**config.mk**
```make
export PLATFORM = sky130hd
export DESIGN_NAME = difference_histogram_homogeneity
export DESIGN_NICKNAME = d
export VERILOG_FILES = /design/src/hw/rtl/dhh_pkg.sv /design/src/hw/rtl/dhh_ram.sv /design/src/hw/rtl/dhh_ctrl.sv /design/src/hw/rtl/dhh_datapath.sv /design/src/hw/rtl/difference_histogram_homogeneity.sv
export SDC_FILE = /design/constraint.sdc
export NUM_CORES = 2
export LEC_CHECK = 0
export BUFFER_PORTS_ARGS = -buffer_cell sky130_fd_sc_hd__buf_2
export CAP_MARGIN = 20
export CORE_MARGIN = 10
export CORE_UTILIZATION = 35
export CTS_BUF_LIST = sky130_fd_sc_hd__clkbuf_16
export DETAILED_ROUTE_END_ITERATION = 8
export PLACE_DENSITY_LB_ADDON = 0.08
export SLEW_MARGIN = 5
export SYNTH_ARGS = -nofsm -noshare
export SYNTH_HDL_FRONTEND = slang
export SYNTH_SLANG_ARGS = --single-unit
export TNS_END_PERCENT = 1
```
**constraint.sdc**
```tcl
create_clock -name clock -period 11.1 [get_ports clock]
set_clock_uncertainty 0.05 [all_clocks]
set_input_delay 0 -clock clock [delete_from_list [all_inputs] [get_ports clock]]
set_output_delay 0 -clock clock [all_outputs]
set_load 0.005 [all_outputs]
```
**src/hw/rtl/dhh_pkg.sv**
```systemverilog
package dhh_pkg;

   // Pixel and register widths
   localparam int PIX_W = 8;
   localparam int DISP_W = 8;
   localparam int LEN_W = 11;
   localparam int CSR_W = 11;
   localparam int CSR_IDX_W = 1;

   // Storage sizing
   localparam int MAX_DISPLACEMENT = 256;
   localparam int MAX_LINE = 1024;
   localparam int PAIR_COUNT_BITS = 20;
   localparam int ADDR_W = $clog2(MAX_DISPLACEMENT);
   localparam int POS_W = $clog2(MAX_LINE);

   // Fixed point: weights and result are Q1.16
   localparam int WEIGHT_W = 17;
   localparam int ONE_Q = 65536;
   localparam int CNT_W = PAIR_COUNT_BITS + 1;
   localparam int SUM_W = PAIR_COUNT_BITS + WEIGHT_W;
   localparam int SQ_W = 2 * PIX_W;

   // Shared restoring divider: quotient always below 2^QUOT_W
   localparam int QUOT_W = 17;
   localparam int NUM_W = SUM_W + 1;
   localparam int DEN_W = CNT_W + 1;
   localparam int STEP_W = $clog2(QUOT_W);
   localparam int WEIGHT_NUM_BASE = 2 * ONE_Q;

   // Result channel packing
   localparam int RSP_DATA_W = ((WEIGHT_W + CNT_W + 7) / 8) * 8;

   // Reset values of the registers
   localparam logic [DISP_W-1:0] DISP_RESET = DISP_W'(1);
   localparam logic [LEN_W-1:0] LEN_RESET = LEN_W'(1024);

   // Register indexes
   localparam logic [CSR_IDX_W-1:0] REG_DISPLACEMENT = CSR_IDX_W'(0);
   localparam logic [CSR_IDX_W-1:0] REG_LINE_LENGTH = CSR_IDX_W'(1);

   typedef enum logic [2:0] {
      ST_IDLE,
      ST_READ,
      ST_WDIV,
      ST_WADD,
      ST_FLOAD,
      ST_FDIV,
      ST_FOUT
   } state_type;

   typedef struct packed {
      logic accept;
      logic div_load_weight;
      logic div_load_final;
      logic div_step;
      logic add_weight;
      logic out_load;
   } ctrl_cmd_type;

   typedef struct packed {
      logic pair_ok;
      logic last;
      logic div_last;
      logic out_free;
   } dp_status_type;

endpackage

```
**src/hw/rtl/dhh_ram.sv**
```systemverilog
module dhh_ram #(
   parameter int WIDTH = 8,
   parameter int DEPTH = 256
) (
   input  logic                     clock,
   input  logic                     wr_en,
   input  logic [$clog2(DEPTH)-1:0] wr_addr,
   input  logic [WIDTH-1:0]         wr_data,
   input  logic [$clog2(DEPTH)-1:0] rd_addr,
   output logic [WIDTH-1:0]         rd_data
);

   logic [WIDTH-1:0] mem_ff [DEPTH];
   logic [WIDTH-1:0] rd_data_ff;

   always_ff @(posedge clock) begin
      if (wr_en) begin
         mem_ff[wr_addr] <= wr_data;
      end
      rd_data_ff <= mem_ff[rd_addr];
   end

   assign rd_data = rd_data_ff;

endmodule

```
**src/hw/rtl/dhh_ctrl.sv**
```systemverilog
module dhh_ctrl (
   input  logic                   clock,
   input  logic                   reset,
   input  logic                   req_valid,
   output logic                   req_ready,
   input  dhh_pkg::dp_status_type status,
   output dhh_pkg::ctrl_cmd_type  cmd
);

   dhh_pkg::state_type state_ff;
   dhh_pkg::state_type state_in;

   always_ff @(posedge clock) begin
      if (reset) begin
         state_ff <= dhh_pkg::ST_IDLE;
      end else begin
         state_ff <= state_in;
      end
   end

   // Next state and datapath commands
   always_comb begin
      state_in = state_ff;
      cmd = '0;
      req_ready = 1'b0;
      case (state_ff)
         dhh_pkg::ST_IDLE: begin
            req_ready = 1'b1;
            if (req_valid) begin
               cmd.accept = 1'b1;
               state_in = dhh_pkg::ST_READ;
            end
         end
         dhh_pkg::ST_READ: begin
            // earlier pixel of the pair is out of the store now
            if (status.pair_ok) begin
               cmd.div_load_weight = 1'b1;
               state_in = dhh_pkg::ST_WDIV;
            end else if (status.last) begin
               state_in = dhh_pkg::ST_FLOAD;
            end else begin
               state_in = dhh_pkg::ST_IDLE;
            end
         end
         dhh_pkg::ST_WDIV: begin
            cmd.div_step = 1'b1;
            if (status.div_last) begin
               state_in = dhh_pkg::ST_WADD;
            end
         end
         dhh_pkg::ST_WADD: begin
            cmd.add_weight = 1'b1;
            state_in = status.last ? dhh_pkg::ST_FLOAD : dhh_pkg::ST_IDLE;
         end
         dhh_pkg::ST_FLOAD: begin
            cmd.div_load_final = 1'b1;
            state_in = dhh_pkg::ST_FDIV;
         end
         dhh_pkg::ST_FDIV: begin
            cmd.div_step = 1'b1;
            if (status.div_last) begin
               state_in = dhh_pkg::ST_FOUT;
            end
         end
         dhh_pkg::ST_FOUT: begin
            // wait for the output register to drain
            if (status.out_free) begin
               cmd.out_load = 1'b1;
               state_in = dhh_pkg::ST_IDLE;
            end
         end
         default: begin
            state_in = dhh_pkg::ST_IDLE;
         end
      endcase
   end

endmodule

```
**src/hw/rtl/dhh_datapath.sv**
```systemverilog
module dhh_datapath (
   input  logic                                clock,
   input  logic                                reset,
   input  logic                                csr_wr_en,
   input  logic [dhh_pkg::CSR_IDX_W-1:0]       csr_index,
   input  logic [dhh_pkg::CSR_W-1:0]           csr_wdata,
   input  logic [dhh_pkg::PIX_W-1:0]           pixel,
   input  logic                                last_pixel,
   input  dhh_pkg::ctrl_cmd_type               cmd,
   output dhh_pkg::dp_status_type              status,
   input  logic                                rsp_ready,
   output logic                                rsp_valid,
   output logic [dhh_pkg::WEIGHT_W-1:0]        homogeneity,
   output logic [dhh_pkg::CNT_W-1:0]           pair_total,
   output logic                                no_pairs
);

   // Configuration registers
   logic [dhh_pkg::DISP_W-1:0] disp_ff;
   logic [dhh_pkg::LEN_W-1:0]  len_ff;

   always_ff @(posedge clock) begin
      if (reset) begin
         disp_ff <= dhh_pkg::DISP_RESET;
         len_ff <= dhh_pkg::LEN_RESET;
      end else if (csr_wr_en) begin
         case (csr_index)
            dhh_pkg::REG_DISPLACEMENT: disp_ff <= csr_wdata[dhh_pkg::DISP_W-1:0];
            dhh_pkg::REG_LINE_LENGTH:  len_ff <= csr_wdata[dhh_pkg::LEN_W-1:0];
            default: begin
            end
         endcase
      end
   end

   // Effective displacement and line length
   logic [dhh_pkg::DISP_W-1:0] eff_disp;
   logic [dhh_pkg::LEN_W-1:0]  eff_len;

   always_comb begin
      if (disp_ff == '0) begin
         eff_disp = dhh_pkg::DISP_W'(1);
      end else if (int'(disp_ff) > dhh_pkg::MAX_DISPLACEMENT - 1) begin
         eff_disp = dhh_pkg::DISP_W'(dhh_pkg::MAX_DISPLACEMENT - 1);
      end else begin
         eff_disp = disp_ff;
      end
      if (len_ff == '0) begin
         eff_len = dhh_pkg::LEN_W'(1);
      end else if (int'(len_ff) > dhh_pkg::MAX_LINE) begin
         eff_len = dhh_pkg::LEN_W'(dhh_pkg::MAX_LINE);
      end else begin
         eff_len = len_ff;
      end
   end

   // Line position and store addressing
   logic [dhh_pkg::POS_W-1:0]  pos_ff;
   logic [dhh_pkg::POS_W-1:0]  pos_use;
   logic [dhh_pkg::LEN_W-1:0]  pos_inc;
   logic [dhh_pkg::POS_W-1:0]  pos_in;
   logic                       pair_now;
   logic [dhh_pkg::ADDR_W-1:0] wr_addr;
   logic [dhh_pkg::ADDR_W-1:0] rd_addr;

   always_comb begin
      // a position at or past the length starts a new line
      pos_use = (dhh_pkg::LEN_W'(pos_ff) >= eff_len) ? '0 : pos_ff;
      pos_inc = dhh_pkg::LEN_W'(pos_use) + dhh_pkg::LEN_W'(1);
      if (last_pixel || pos_inc >= eff_len) begin
         pos_in = '0;
      end else begin
         pos_in = pos_inc[dhh_pkg::POS_W-1:0];
      end
      pair_now = dhh_pkg::LEN_W'(pos_use) >= dhh_pkg::LEN_W'(eff_disp);
      wr_addr = pos_use[dhh_pkg::ADDR_W-1:0];
      rd_addr = dhh_pkg::ADDR_W'(pos_use - dhh_pkg::POS_W'(eff_disp));
   end

   // Captured item
   logic [dhh_pkg::PIX_W-1:0] pix_ff;
   logic                      last_ff;
   logic                      pair_ff;

   always_ff @(posedge clock) begin
      if (reset) begin
         pos_ff <= '0;
      end else if (cmd.accept) begin
         pos_ff <= pos_in;
      end
   end

   always_ff @(posedge clock) begin
      if (cmd.accept) begin
         pix_ff <= pixel;
         last_ff <= last_pixel;
         pair_ff <= pair_now;
      end
   end

   // Ring of recent pixels
   logic [dhh_pkg::PIX_W-1:0] prev_pix;

   dhh_ram #(
      .WIDTH(dhh_pkg::PIX_W),
      .DEPTH(dhh_pkg::MAX_DISPLACEMENT)
   ) u_delay_store (
      .clock   (clock),
      .wr_en   (cmd.accept),
      .wr_addr (wr_addr),
      .wr_data (pixel),
      .rd_addr (rd_addr),
      .rd_data (prev_pix)
   );

   // Pair difference squared plus one
   logic [dhh_pkg::PIX_W-1:0] diff;
   logic [dhh_pkg::SQ_W-1:0]  q_val;

   always_comb begin
      diff = (prev_pix > pix_ff) ? prev_pix - pix_ff : pix_ff - prev_pix;
      q_val = dhh_pkg::SQ_W'(diff * diff) + dhh_pkg::SQ_W'(1);
   end

   // Accumulators
   logic [dhh_pkg::SUM_W-1:0] sum_ff;
   logic [dhh_pkg::CNT_W-1:0] count_ff;
   logic [dhh_pkg::QUOT_W-1:0] quo_ff;

   always_ff @(posedge clock) begin
      if (reset) begin
         sum_ff <= '0;
         count_ff <= '0;
      end else if (cmd.div_load_final) begin
         sum_ff <= '0;
         count_ff <= '0;
      end else if (cmd.add_weight) begin
         sum_ff <= sum_ff + dhh_pkg::SUM_W'(quo_ff);
         count_ff <= count_ff + dhh_pkg::CNT_W'(1);
      end
   end

   // Shared divider: (2a + b) / 2b, one quotient bit a cycle
   logic [dhh_pkg::NUM_W-1:0]  div_num;
   logic [dhh_pkg::DEN_W-1:0]  div_den;
   logic [dhh_pkg::DEN_W-1:0]  rem_ff;
   logic [dhh_pkg::QUOT_W-1:0] low_ff;
   logic [dhh_pkg::DEN_W-1:0]  den_ff;
   logic [dhh_pkg::STEP_W-1:0] step_ff;
   logic [dhh_pkg::DEN_W:0]    trial;
   logic [dhh_pkg::DEN_W:0]    trial_sub;
   logic                       fits;

   always_comb begin
      if (cmd.div_load_final) begin
         div_num = {sum_ff, 1'b0} + dhh_pkg::NUM_W'(count_ff);
         div_den = {count_ff, 1'b0};
      end else begin
         div_num = dhh_pkg::NUM_W'(dhh_pkg::WEIGHT_NUM_BASE) + dhh_pkg::NUM_W'(q_val);
         div_den = dhh_pkg::DEN_W'({q_val, 1'b0});
      end
      trial = {rem_ff, low_ff[dhh_pkg::QUOT_W-1]};
      trial_sub = trial - {1'b0, den_ff};
      fits = trial >= {1'b0, den_ff};
   end

   always_ff @(posedge clock) begin
      if (cmd.div_load_weight || cmd.div_load_final) begin
         rem_ff <= dhh_pkg::DEN_W'(div_num >> dhh_pkg::QUOT_W);
         low_ff <= div_num[dhh_pkg::QUOT_W-1:0];
         den_ff <= div_den;
         step_ff <= '0;
      end else if (cmd.div_step) begin
         rem_ff <= fits ? trial_sub[dhh_pkg::DEN_W-1:0] : trial[dhh_pkg::DEN_W-1:0];
         low_ff <= {low_ff[dhh_pkg::QUOT_W-2:0], 1'b0};
         quo_ff <= {quo_ff[dhh_pkg::QUOT_W-2:0], fits};
         step_ff <= step_ff + dhh_pkg::STEP_W'(1);
      end
   end

   // Image totals held while the final division runs
   logic [dhh_pkg::CNT_W-1:0] res_count_ff;
   logic                      res_zero_ff;

   always_ff @(posedge clock) begin
      if (cmd.div_load_final) begin
         res_count_ff <= count_ff;
         res_zero_ff <= (count_ff == '0);
      end
   end

   // Output register
   logic                         rsp_valid_ff;
   logic [dhh_pkg::WEIGHT_W-1:0] homog_ff;
   logic [dhh_pkg::CNT_W-1:0]    total_ff;
   logic                         no_pairs_ff;

   always_ff @(posedge clock) begin
      if (reset) begin
         rsp_valid_ff <= 1'b0;
      end else if (cmd.out_load) begin
         rsp_valid_ff <= 1'b1;
      end else if (rsp_ready) begin
         rsp_valid_ff <= 1'b0;
      end
   end

   always_ff @(posedge clock) begin
      if (cmd.out_load) begin
         homog_ff <= res_zero_ff ? '0 : dhh_pkg::WEIGHT_W'(quo_ff);
         total_ff <= res_zero_ff ? '0 : res_count_ff;
         no_pairs_ff <= res_zero_ff;
      end
   end

   assign rsp_valid = rsp_valid_ff;
   assign homogeneity = homog_ff;
   assign pair_total = total_ff;
   assign no_pairs = no_pairs_ff;

   // Status to the controller
   always_comb begin
      status.pair_ok = pair_ff & ~count_ff[dhh_pkg::CNT_W-1];
      status.last = last_ff;
      status.div_last = (step_ff == dhh_pkg::STEP_W'(dhh_pkg::QUOT_W - 1));
      status.out_free = ~rsp_valid_ff | rsp_ready;
   end

endmodule

```
**src/hw/rtl/difference_histogram_homogeneity.sv**
```systemverilog
// Difference-histogram homogeneity of a grey image.
// req channel: one 8-bit pixel per item in line scan order (columns in
// column-major order for the vertical case); req_tlast marks the last
// pixel of the image. Each pixel pairs with the one "displacement"
// positions earlier on the same line; the pair adds 1/(1+diff^2) in Q1.16.
// csr port: index 0 = displacement, index 1 = line_length, to be written
// only while the block is idle; the user must keep to this, the block does not enforce it.
// rsp channel: one item per image, the mean weight in Q1.16 with the
// pair count; tuser flags an image without pairs (result zero).
// A new pixel is taken only once the previous one is done; a pixel with a
// pair waits for the 17-step radix-2 divider that forms its weight.
// The last pixel also runs the final division on the same divider
// before the result is loaded into the output register.
// Reset clears position and sums and sets the registers to their reset values;
// the pixel store needs no clearing. A stalled rsp holds its item; the next image
// is taken while it waits, and only its final result waits for the register to drain.
module difference_histogram_homogeneity (
   input  logic                              clock,
   input  logic                              reset,
   input  logic                              csr_wr_en,
   input  logic [dhh_pkg::CSR_IDX_W-1:0]     csr_index,
   input  logic [dhh_pkg::CSR_W-1:0]         csr_wdata,
   input  logic                              req_tvalid,
   output logic                              req_tready,
   input  logic [dhh_pkg::PIX_W-1:0]         req_tdata,  // pixel
   input  logic                              req_tlast,  // last_pixel
   output logic                              rsp_tvalid,
   input  logic                              rsp_tready,
   output logic [dhh_pkg::RSP_DATA_W-1:0]    rsp_tdata,  // homogeneity, pair_total, zero pad
   output logic                              rsp_tuser   // no_pairs
);

   dhh_pkg::ctrl_cmd_type        cmd;
   dhh_pkg::dp_status_type       status;
   logic [dhh_pkg::WEIGHT_W-1:0] homogeneity;
   logic [dhh_pkg::CNT_W-1:0]    pair_total;

   dhh_ctrl u_ctrl (
      .clock     (clock),
      .reset     (reset),
      .req_valid (req_tvalid),
      .req_ready (req_tready),
      .status    (status),
      .cmd       (cmd)
   );

   dhh_datapath u_datapath (
      .clock       (clock),
      .reset       (reset),
      .csr_wr_en   (csr_wr_en),
      .csr_index   (csr_index),
      .csr_wdata   (csr_wdata),
      .pixel       (req_tdata),
      .last_pixel  (req_tlast),
      .cmd         (cmd),
      .status      (status),
      .rsp_ready   (rsp_tready),
      .rsp_valid   (rsp_tvalid),
      .homogeneity (homogeneity),
      .pair_total  (pair_total),
      .no_pairs    (rsp_tuser)
   );

   assign rsp_tdata = dhh_pkg::RSP_DATA_W'({pair_total, homogeneity});

   // One item in work at a time
   assert property (@(posedge clock) disable iff (reset)
      (req_tvalid && req_tready) |=> !req_tready)
      else $error("item accepted while another is in work");

   // Result loads only into a free output register
   assert property (@(posedge clock) disable iff (reset)
      cmd.out_load |-> (!rsp_tvalid || rsp_tready))
      else $error("result overwrote a pending item");

   // An image without pairs reports zeros
   assert property (@(posedge clock) disable iff (reset)
      (rsp_tvalid && rsp_tuser) |-> (rsp_tdata == '0))
      else $error("empty image result is not zero");

   // Mean weight never exceeds 1.0
   assert property (@(posedge clock) disable iff (reset)
      rsp_tvalid |-> (int'(homogeneity) <= dhh_pkg::ONE_Q))
      else $error("homogeneity above one");

endmodule
```
Word level (Yosys, flattened, before mapping)
Memories as Yosys holds them, arrays and structs flattened. A register that Yosys moved wholly into a read port is not among the register bits.
Index checks and enable logic that the tools add are counted.
Word-level totals
  register bits: 245
  bits in writable memories: 2048
  input port bits: 26
  output and inout bits: 43
  word-level logic and storage cells: 106
  memories: 1
Memories
  u_datapath.u_delay_store.mem_ff: depth 256, width 8, read ports 1, clocked after Yosys merged registers in 1, wr ports 1, RTL line dhh_ram.sv:13  | logic [WIDTH-1:0] mem_ff [DEPTH];
Operators by class
  add/subtract/negate cells: 11
  $mul: 1
  order comparisons: 6
  eq/ne operators: 11
  multiplexer cells: 34
  bitwise operators: 6
  reduce and logical (&&, ||, !) cells: 14
Operator list (count)
  2-to-1 mux 17 bit: 3
  2-to-1 mux 21 bit: 2
  adder 38 x 21 -> 38 bit: 1
  2-to-1 mux 38 bit: 1
  adder 37 x 17 -> 37 bit: 1
  subtractor 8 bit: 3
  >= comparator 23 x 22 -> 1 bit: 1
  2-to-1 mux 11 bit: 2
  2-to-1 mux 22 bit: 1
  subtractor 22 bit: 1
  adder 21 x 1 -> 21 bit, second input constant: 1
  zero test 21 bit: 1
  one-hot mux 3 bit (7 select lines): 1
  2-to-1 mux 10 bit: 2
  adder 18 x 16 -> 19 bit, first input constant: 1
  2-to-1 mux 3 bit: 6
  adder 16 x 1 -> 16 bit, second input constant: 1
  multiplier 8 x 8 -> 16 bit: 1
  2-to-1 mux 8 bit: 2
  2-to-1 mux 1 bit: 14
  adder 10 x 1 -> 11 bit, second input constant: 1
  >= comparator 10 x 11 -> 1 bit: 1
  >= comparator 11 bit: 1
  greater-than comparator 11 bit, second input constant: 1
  other kinds (19): 33

Longest topological paths before layout
  depth after elaboration: 9
  gate-level depth with buffers: 33
  mapped depth without buffers: 33

Cells and area by module
From an unflattened synthesis, not the netlist that was laid out.
Second synthesis, totals
  cell total of the unflattened synthesis: 5502
  area, all modules: 96029.6 um2
By module, submodules not included
  dhh_ram: instances 1, cells each 3733, area each 79556.3 um2
  dhh_datapath: instances 1, cells each 1734, area each 16215.6 um2
  dhh_ctrl: instances 1, cells each 32, area each 239.0 um2
  difference_histogram_homogeneity: instances 1, cells each 3, area each 18.8 um2

Worst setup path after synthesis
Ideal clock, no wire load.
  path kind: flip-flop to flip-flop
  start: reg u_datapath.pix_ff[6] in the netlist's numbering
  end: reg u_datapath.low_ff[13] in the netlist's numbering, data pin
  setup time: 269 ps
  arrival time: 6346 ps
  required time: 10781 ps
  slack: 4436 ps
  stages on the path, launching flop included: 26
  clock period less this slack: 6664 ps
  cell sequence: edfxtp_1 -> ha_1 -> o21ai_0 -> or2_2 -> o211a_1 -> nor2_1 -> o311ai_0 -> o31ai_1 -> xnor2_1 -> inv_1 -> nand2_1 -> inv_1 -> fa_1 -> fa_1 -> inv_1 -> fa_1 -> fa_1 -> inv_1 -> ha_1 -> a21oi_1 -> o21bai_1 -> a211oi_1 -> xnor2_1 -> mux2_2 -> nand2_1 -> o31ai_1
On the way
  longest elaborated chain between the ends: 7
RTL lines
  start, declared: RTL line dhh_datapath.sv:81  | logic [dhh_pkg::PIX_W-1:0] pix_ff;
  start signal, assigned: RTL line dhh_datapath.sv:95  | pix_ff <= pixel;
  subtractor 8 bit or greater-than comparator 8 bit (tied branches): RTL line dhh_datapath.sv:121  | diff = (prev_pix > pix_ff) ? prev_pix - pix_ff : pix_ff - prev_pix;
  2-to-1 mux 8 bit *: RTL line dhh_datapath.sv:121
  multiplier 8 x 8 -> 16 bit *: RTL line dhh_datapath.sv:122  | q_val = dhh_pkg::SQ_W'(diff * diff) + dhh_pkg::SQ_W'(1);
  adder 16 x 1 -> 16 bit *: RTL line dhh_datapath.sv:122
  adder 18 x 16 -> 19 bit *: RTL line dhh_datapath.sv:159  | div_num = dhh_pkg::NUM_W'(dhh_pkg::WEIGHT_NUM_BASE) + dhh_pkg::NUM_W'(q_val);
  2-to-1 mux 38 bit *: RTL line dhh_datapath.sv:155  | if (cmd.div_load_final) begin
  2-to-1 mux 17 bit *: RTL line dhh_datapath.sv:168  | if (cmd.div_load_weight || cmd.div_load_final) begin
  end signal, assigned: RTL line dhh_datapath.sv:170  | low_ff <= div_num[dhh_pkg::QUOT_W-1:0];
  end signal, assigned: RTL line dhh_datapath.sv:175  | low_ff <= {low_ff[dhh_pkg::QUOT_W-2:0], 1'b0};
  end, declared: RTL line dhh_datapath.sv:147  | logic [dhh_pkg::QUOT_W-1:0] low_ff;
Mark *: on every way between the ends. The rest lies on a longest branch, timed or not.
A chain may end at the register's enable or synchronous reset.

Worst setup path in the final report
  start: reg u_datapath.len_ff[10] in the netlist's numbering
  end: reg u_datapath.u_delay_store.rd_data_ff[3], in the netlist u_datapath.u_delay_store.rd_data[3] (read register of u_datapath.u_delay_store.mem_ff)
On the way
  longest elaborated chain between the ends: 6
RTL lines
  start, declared: RTL line dhh_datapath.sv:20  | logic [dhh_pkg::LEN_W-1:0] len_ff;
  start signal, assigned: RTL line dhh_datapath.sv:25  | len_ff <= dhh_pkg::LEN_RESET;
  start signal, assigned: RTL line dhh_datapath.sv:29  | dhh_pkg::REG_LINE_LENGTH: len_ff <= csr_wdata[dhh_pkg::LEN_W-1:0];
  greater-than comparator 11 bit: RTL line dhh_datapath.sv:50  | end else if (int'(len_ff) > dhh_pkg::MAX_LINE) begin
  2-to-1 mux 11 bit: RTL line dhh_datapath.sv:50
  2-to-1 mux 11 bit *: RTL line dhh_datapath.sv:48  | if (len_ff == '0) begin
  >= comparator 10 x 11 -> 1 bit *: RTL line dhh_datapath.sv:68  | pos_use = (dhh_pkg::LEN_W'(pos_ff) >= eff_len) ? '0 : pos_ff;
  2-to-1 mux 10 bit *: RTL line dhh_datapath.sv:68
  subtractor 8 bit *: RTL line dhh_datapath.sv:77  | rd_addr = dhh_pkg::ADDR_W'(pos_use - dhh_pkg::POS_W'(eff_disp));
  end, declared: RTL line dhh_ram.sv:14  | logic [WIDTH-1:0] rd_data_ff;
Marked as above.

==> metrics.txt <==
RSZ-0062 raised after global routing=no; Die ar.=305300 sq um; GRT overflow=0; Reg clk slew, reported paths=about 60 ps; Pwr per Cell Area=~270 nW/um^2; Yosys reg bits=2300; Crit Path Category=reg -> reg; Worst-Skew Late Latency=approximately 900 ps; Nets=6365; pin count of the biggest net entering global routing=between 150 and 200; Final Non-Filler Cells=approximately 10000; CTS buffer count=around 270; Peak Freq=about 110 MHz; initial antenna violation count=20; Rel. slew slack=around a fifth; post-CTS sizing=0; Async SR Flop Fraction=0%; Netlist cell types=88; Adder-Cell Fraction of Synth Area=under 10%; first-pass GRT wire length=~430000 um; post-DP HPWL=between 150000 and 200000 um; Synth Area in Compound Gates=7.643%; via count=about 57000; CTS Buffer Depth=4; row count=slightly below 200; final setup fails=0; Routed Antenna Nets=0; CTS tree=yes; core box area=282300 sq um; DP Area=~100000 sq um; Slew @ Worst Pin=around 1200 ps; die height=approximately 550 um; total track usage=approximately 19%; ys flop type=edfxtp_1; Clock Sinks=between 2000 and 2500; initial DRC count=approximately 5600; maximum vdd drop=just over 0.9 mV; CTS HTree Levels=5; RD Place Congestion=0.8660; outcome=finished clean; Area Overhead vs Synth=13.96%; DRT Pass-1 Iters=7; Final Hold Viols=0; I/O Buffers=66; Crit. End Element=flop; CP startpoint=u_datapath.len_ff[10]$_SDFFE_PP1P_; Post-Synth XOR/XNOR Area=approximately 1.1%; Initial Utilization=roughly a third; root buf cell=clkbuf_16; Ys Warns=0; hold crit path type=in -> reg; mapped cell area=99270 sq um; layout cells sized above 1=between 10% and 20%; Seq/Total Area, Yosys=68.52%; placed insts=9586; P_leak=36.51 nW; commonest non-fill, non-tap cell in the layout=edfxtp_1; # Post-CTS Setup Buffers=0; number of synthesized flops with an enable pin=approximately 2200; Chip Width=between 500 and 600 um; routed len/inst=around 30 um; fin. max-slew vios=0; number of cells produced by synthesis=between 6000 and 7000; post-synthesis mux area share=roughly an eighth; DRC errors left=0; Ports=69; Worst Min Path Start=rsp_tready; mean area per synthesized cell=approximately 16 sq um; Synth Area in Simple Gates=about 5.6%; r2r startpoint=u_datapath.len_ff[10]$_SDFFE_PP1P_; crit-path max FO=111; commonest cells after routing, fill and taps aside=edfxtp_1, mux4_2, nor2_1; fin crit share=roughly four fifths; setup TNS=0 ps; largest family of logic cells by synthesized area=multiplexers; vias in the first global route=56450; WP data required=around 12000 ps; fin area=roughly 110000 sq um; Vias per Instance=5.618; Max Cap Violations=0; WL final=between 300000 and 400000 um; post-layout minimum cycle time=slightly below 9000 ps; CP arrival=between 9000 and 10000 ps; crit start category=flop
cell type report:
class,count,area (sq um)
antenna,8,20.02
clock buffer,276,6907
clock inverter,197,1395
fill,25660,169200
inverter,145,546.8
multi-input combinational,3207,29430
sequential,2300,68020
tap,3743,4683
timing repair buffer,246,2132
worst max-delay path, cell delays in order, from the launching register on:
cell	delay, ps
dfxtp_1	520
clkinv_1	330
nand2_1	190
ha_1	260
a21o_1	190
a211oi_2	270
o21ai_2	210
a21oi_1	560
nand2_1	230
inv_2	200
ha_4	510
buf_4	650
nor2_1	210
a221oi_1	340
o21ai_0	210
a211oi_4	340
buf_12	460
nor2b_1	140
a211oi_1	310
a2111oi_2	120
buf_4	240
a31oi_1	600
nand4_1	430
or4_1	680
sequential cells by signal, indices dropped and copies added (netlist names), 3 cells and up:
signal / count
u_datapath.quo_ff: 17
u_datapath.res_count_ff: 21
u_datapath.u_delay_store.rd_data: 8
u_datapath.low_ff: 17
u_datapath.sum_ff: 37
u_datapath.pos_ff: 10
u_datapath.pair_total: 21
u_ctrl.state_ff: 3
u_datapath.rem_ff: 22
u_datapath.u_delay_store.mem_ff: 2048
u_datapath.homogeneity: 17
u_datapath.pix_ff: 8
u_datapath.len_ff: 11
u_datapath.step_ff: 5
u_datapath.count_ff: 21
u_datapath.den_ff: 21
u_datapath.disp_ff: 8
final timing paths:
kind | to | slack, ps | cells after the start
min | u_datapath.rsp_valid$_SDFFE_PP0P_ | 70 | 4
max reg2reg | u_datapath.u_delay_store.rd_data[3]$_DFF_P_ | 2370 | 23
min reg2reg | u_datapath.len_ff[2]$_SDFFE_PP0P_ | 430 | 2
max | u_datapath.u_delay_store.rd_data[3]$_DFF_P_ | 2370 | 23
stage by stage:
stage               hold slack (ps)  setup slack (ps)  total power [W]  util, %
floorplan                     48.87              4436          0.01927        -
global placement              208.6              1639          0.02267    36.86
detailed placement            215.2              2586          0.02249    36.93
CTS                           15.00              2549          0.03103    40.04
global route                  94.28              1959          0.03271    40.07
finish                        67.89              2371          0.03054    40.07
per-layer routing:
layer  part of all wire (%)  global-route usage, %  vias to the layer above
li1                       -                      -                    24600
met1                     45                  27.66                    29990
met2                     46                  30.39                     1845
met3                    5.6                  2.968                      421
met4                    3.0                  5.534                        2
met5                 0.0043                      0                        -
logic make-up (layout without fill, tap and decap cells):
logic type	after synthesis	after routing
compound gates	1064	1064
xor+xnor	124	124
fa+ha+maj	170	170
buf+inv	518	864
flops	2300	2300
mux	613	613
other cells	1	10
simple gates	1234	1234
what timing repair did:
| item | CTS | global route |
|---|---|---|
| hold buffers | 50 | 0 |
| hold endpoints to repair | 918 | 0 |
| setup endpoints to repair | 0 | 0 |
where the power goes:
group | total (W) | internal (W) | switching, W
logic | 0.0118 | 0.00475 | 0.00706
registers | 0.0103 | 0.0102 | 0.000115
clock network | 0.00842 | 0.00481 | 0.00362
cells in the mapped netlist (23+ instances only):
cell type     n  area share, %
a222oi_1     32           0.32
a21oi_1     215            1.1
fa_1         30           0.61
mux4_2      509             12
nor2_1      418            1.6
ha_1        138            1.7
a221oi_1    131            1.2
xnor2_1      58           0.51
nor2b_1     104           0.66
clkbuf_1    245           0.93
o21ai_0     151           0.76
nand3_1     114           0.57
buf_2        79           0.40
o22ai_1      29           0.18
a221o_1      46           0.46
xor2_1       66           0.58
and3_1       35           0.22
mux2i_1      89           0.90
a32oi_1      23           0.20
buf_1        38           0.14
nand2_1     380            1.4
a22oi_1     116           0.88
nand4_1      38           0.24
nor3_1       35           0.18
inv_1       138           0.52
dfxtp_1     105            2.1
a211oi_1     72           0.54
a21o_1       47           0.36
edfxtp_1   2195             66
Power figures use the tool's default switching activity.
